### src/design/bbj_ram.sv
`default_nettype none

module bbj_ram #(
	parameter int WIDTH = 8,
	parameter int DEPTH = 256
) (
	input  wire logic                     clk,
	input  wire logic                     we,
	input  wire logic [$clog2(DEPTH)-1:0] waddr,
	input  wire logic [WIDTH-1:0]         wdata,
	input  wire logic [$clog2(DEPTH)-1:0] raddr,
	output logic      [WIDTH-1:0]         rdata
);

	logic [WIDTH-1:0] mem [DEPTH];

	always_ff @(posedge clk) begin
		if (we) begin
			mem[waddr] <= wdata;
		end
		rdata <= mem[raddr];
	end

endmodule

`default_nettype wire

### config.mk
export PLATFORM = sky130hd
export DESIGN_NAME = bbj_ram
export DESIGN_NICKNAME = d
export VERILOG_FILES = /design/src/design/bbj_ram.sv
export SDC_FILE = /design/constraint.sdc
export NUM_CORES = 2
export LEC_CHECK = 0
export BUFFER_PORTS_ARGS = -buffer_cell sky130_fd_sc_hd__buf_2
export CAP_MARGIN = 10
export CORE_MARGIN = 2
export CORE_UTILIZATION = 59
export DETAILED_ROUTE_END_ITERATION = 8
export HOLD_SLACK_MARGIN = 0.1
export PLACE_DENSITY = 0.84
export SETUP_SLACK_MARGIN = 0.1
export SYNTH_ARGS = -nofsm -noshare
export SYNTH_HDL_FRONTEND = slang
export SYNTH_SLANG_ARGS = --single-unit
### constraint.sdc
create_clock -name clk -period 3.19 [get_ports clk]
set_clock_uncertainty 0.2 [all_clocks]
set_input_delay 0.319 -clock clk [delete_from_list [all_inputs] [get_ports clk]]
set_output_delay 0.319 -clock clk [all_outputs]
set_load 0.01 [all_outputs]
==> results.ini <==
[clock_tree]
cts_buffer_depth = 3
cts_inserted_buffers = 189
clock_sinks = 2056
path_clk_slew_ns = 0.07
h-tree-depth = 4
insertion_delay_ns = 0.84
cts_root_buf = clkbuf_16
cts_tree = built

[power]
p_int_w = 0.0430
powerDensity_mw_per_mm2 = 606
peakVddDrop_mv = 0.787
swShare_pct = 21.9
p_leak_nw = 28.9
power.total_w = 0.0550
seqPwrFrac_pct = 54.3
combinationalPowerShare_pct = 5.4
p_sw_w = 0.0120
clkPwrFrac_pct = 40.3

[routing]
vias = 43500
drtAntennaViolNets = 0
drc = 0
wl_per_cell_microns = 35.4
dr.first_iter.drc_count = 7907
viasPerCell = 7.12
wl_microns = 217000
drt_pre_antenna_iters = 8

[grt]
grtUsageMet2_pct = 49.6
grt_pass1_vias = 44200
top_usage_layer = met2
grt_use_met1_pct = 41.1
track_usage_pct = 31.8
grt_pass1_wl_microns = 311000
grt_max_degree = 113
overflow = 0
grtUsageMet3_pct = 9.66
grt_antenna_before_repair = 13

[synthesis]
synthCells = 3733
ys_warn_count = 0
syn_area_sq_mm = 0.0796
ys.flop_type = edfxtp_1
syn_area_per_cell_sq_um = 21.3
synth_edf_count = 2048
ys_seq_area_share_pct = 77.5
async_reset_ff_share_pct = 0
synth_cell_types = 55
syn_nets = 3759
ys_ff_latch = 2056

[worst_setup_path]
worstPathMaxFanout = 1
critical_path_arrival_ns = 3.64
slowest_delay_ns = 0.63
crit_family = compound AO/OA/AOI/OAI gates
crit_path_cell_trace = mux4_2 -> a22o_1 -> a221oi_1 -> o32ai_1 -> nor3_1 -> buf_4 -> nor4_1
reg2reg_to = rdata[3]$_DFF_P_
r2r_setup_slack_ns = 0.08
crit_slowest_cell = a221oi_1
crit_path_start_kind = register
critPathCaptureType = register
worstSetupPathType = reg -> reg
rr_startpoint = mem[211][3]$_DFFE_PP_
path_buf_inv = 1
rr_worst_depth = 7
required_ns = 3.71

[final_layout]
syn_to_final_growth_pct = 14.0
final_cell_mix = edfxtp_1 (2048), mux4_2 (454), buf_4 (396)
fill_cells = 7310
drive_above_1_share_pct = 27.9
final_common_cell = edfxtp_1
postLayoutCellArea_sq_mm = 0.0907
final_cells = 6112
nets = 4209

[min_path]
whs_path_depth = 4
whs_endpoint = mem[180][5]$_DFFE_PP_
hold_path.class = in -> reg
min_from = we

[timing]
fin_ws_ns = 0.0751
fmax_ghz = 0.321
max_slew_margin_pct = 14.4
timing.final.crit_share_pct = 97.6
worst_pin_slew_ns = 1.27
finalMaxSlewViolations = 0
hold_violations = 0
setup_viol = 0
fin_hold_ws_ns = 0.197
grt_setup_unrepaired = no
fin_crit_ns = 3.11

[flow_run]
max_cap_viol_count = 0

[floorplanning]
die_x_microns = 371
start_util_pct = 59.5
dieArea_sq_mm = 0.138
row_count = 134
core_area_sq_mm = 0.134
ioPinCount = 34
die_y_microns = 371

[place]
gp_congestion = 0.894
io_buffers = 33
place_ws_ns = -0.524
dpl_cell_area_sq_mm = 0.0846
dp_hpwl_microns = 123000
place_inst = 5745

[run_status]
status = completed

[how the worst max path moves through the flow]
stage / from / end / slack (ns) / cells past startpoint
2_1_floorplan: raddr[0] / rdata[2]$_DFF_P_ / 0.73 / 9
3_3_place_gp: raddr[0] / rdata[2]$_DFF_P_ / -0.51 / 11
3_5_place_dp: raddr[0] / rdata[2]$_DFF_P_ / -0.52 / 11
4_1_cts: mem[211][3]$_DFFE_PP_ / rdata[3]$_DFF_P_ / 0.24 / 7
5_1_grt: mem[211][3]$_DFFE_PP_ / rdata[3]$_DFF_P_ / 0.17 / 7
6_report: mem[211][3]$_DFFE_PP_ / rdata[3]$_DFF_P_ / 0.08 / 7
[through the flow]
stage / TNS (ns) / util [%]
2_1_floorplan: 0 / -
3_3_place_gp: -1.40 / 63.3
3_5_place_dp: -1.70 / 63.3
4_1_cts: 0 / 67.9
5_1_grt: 0 / 67.9
6_report: 0 / 67.9
[power by group through the flow]
stage                     logic (W)  registers, W  clock network [W]
final                       0.00297        0.0298             0.0222
after global routing        0.00304        0.0298             0.0231
after CTS                   0.00289        0.0298             0.0222
after detailed placement    0.00279        0.0304                  0
after global placement      0.00269        0.0304                  0
after floorplan             0.00145        0.0304                  0
[routing by layer]
metal / share of wire (%) / up-vias
li1: - / 16600
met4: 6.1 / 12
met1: 32 / 22000
met5: 0.037 / -
met3: 14 / 839
met2: 47 / 4080
[state kept, by name, summed over array words and instances, names as in the netlist]
name / count
rdata: 8
mem: 2048
[logic make-up (layout without fill, tap and decap cells)]
| kind of cell | after synthesis | after routing | share of synthesized area [%] |
|---|---|---|---|
| DFF | 2056 | 2056 | 77.5 |
| muxes | 591 | 591 | 14.6 |
| and+or+nand+nor | 466 | 466 | 2.63 |
| AOI/OAI and AO/OA | 385 | 385 | 3.42 |
| buffers and inverters | 235 | 834 | 1.83 |
| other | 0 | 12 | 0 |
[Yosys cell counts (all sizes together), types with 2 or more instances]
cell / n / area share, %
mux4: 456 / 13
nand3: 34 / 0.21
a21oi: 96 / 0.60
a221oi: 14 / 0.16
buf: 122 / 1.3
a311oi: 2 / 0.022
clkbuf: 111 / 0.52
nand4: 10 / 0.079
dfxtp: 8 / 0.20
nor4: 27 / 0.24
nand2b: 8 / 0.063
o32ai: 5 / 0.064
o21ai: 12 / 0.075
o22a: 5 / 0.055
nand2: 33 / 0.16
and3b: 2 / 0.022
a22oi: 133 / 1.3
nor3: 22 / 0.14
a211oi: 16 / 0.15
o22ai: 28 / 0.22
o211ai: 10 / 0.094
a2111oi: 5 / 0.066
edfxtp: 2048 / 77
o221ai: 47 / 0.53
mux2i: 134 / 1.7
nand3b: 2 / 0.019
or2: 4 / 0.031
nor2b: 31 / 0.24
nor2: 282 / 1.3
and2: 6 / 0.047
a22o: 8 / 0.088
a31oi: 2 / 0.016
[worst register-to-register path: cells and delay by family (launching register included)]
family                 cells  cell delay [ns]
and+or+nand+nor            2             0.47
muxes                      1             0.54
DFF                        1             0.41
buffers and inverters      1             0.22
AOI/OAI and AO/OA          3             1.18
[layout make-up]
| type | count | area, sq um | share of cell area (%) |
|---|---|---|---|
| multi-input combinational | 1442 | 16500 | 18.2 |
| timing repair buffer | 492 | 4350 | 4.80 |
| clock inverter | 108 | 1060 | 1.16 |
| tap | 1768 | 2210 | 2.44 |
| inverter | 2 | 7.51 | 0.00828 |
| antenna | 12 | 30.0 | 0.0331 |
| sequential | 2056 | 61700 | 68.0 |
| clock buffer | 232 | 4900 | 5.40 |
[what timing repair did]
item / in CTS / in global routing
hold endpoints to repair: 708 / 0
buffers inserted: 0 / 0
hold buffers: 15 / 0
setup endpoints to repair: 1 / 0
gates resized for setup: 1 / 0
(Power assumes the default switching activity.)
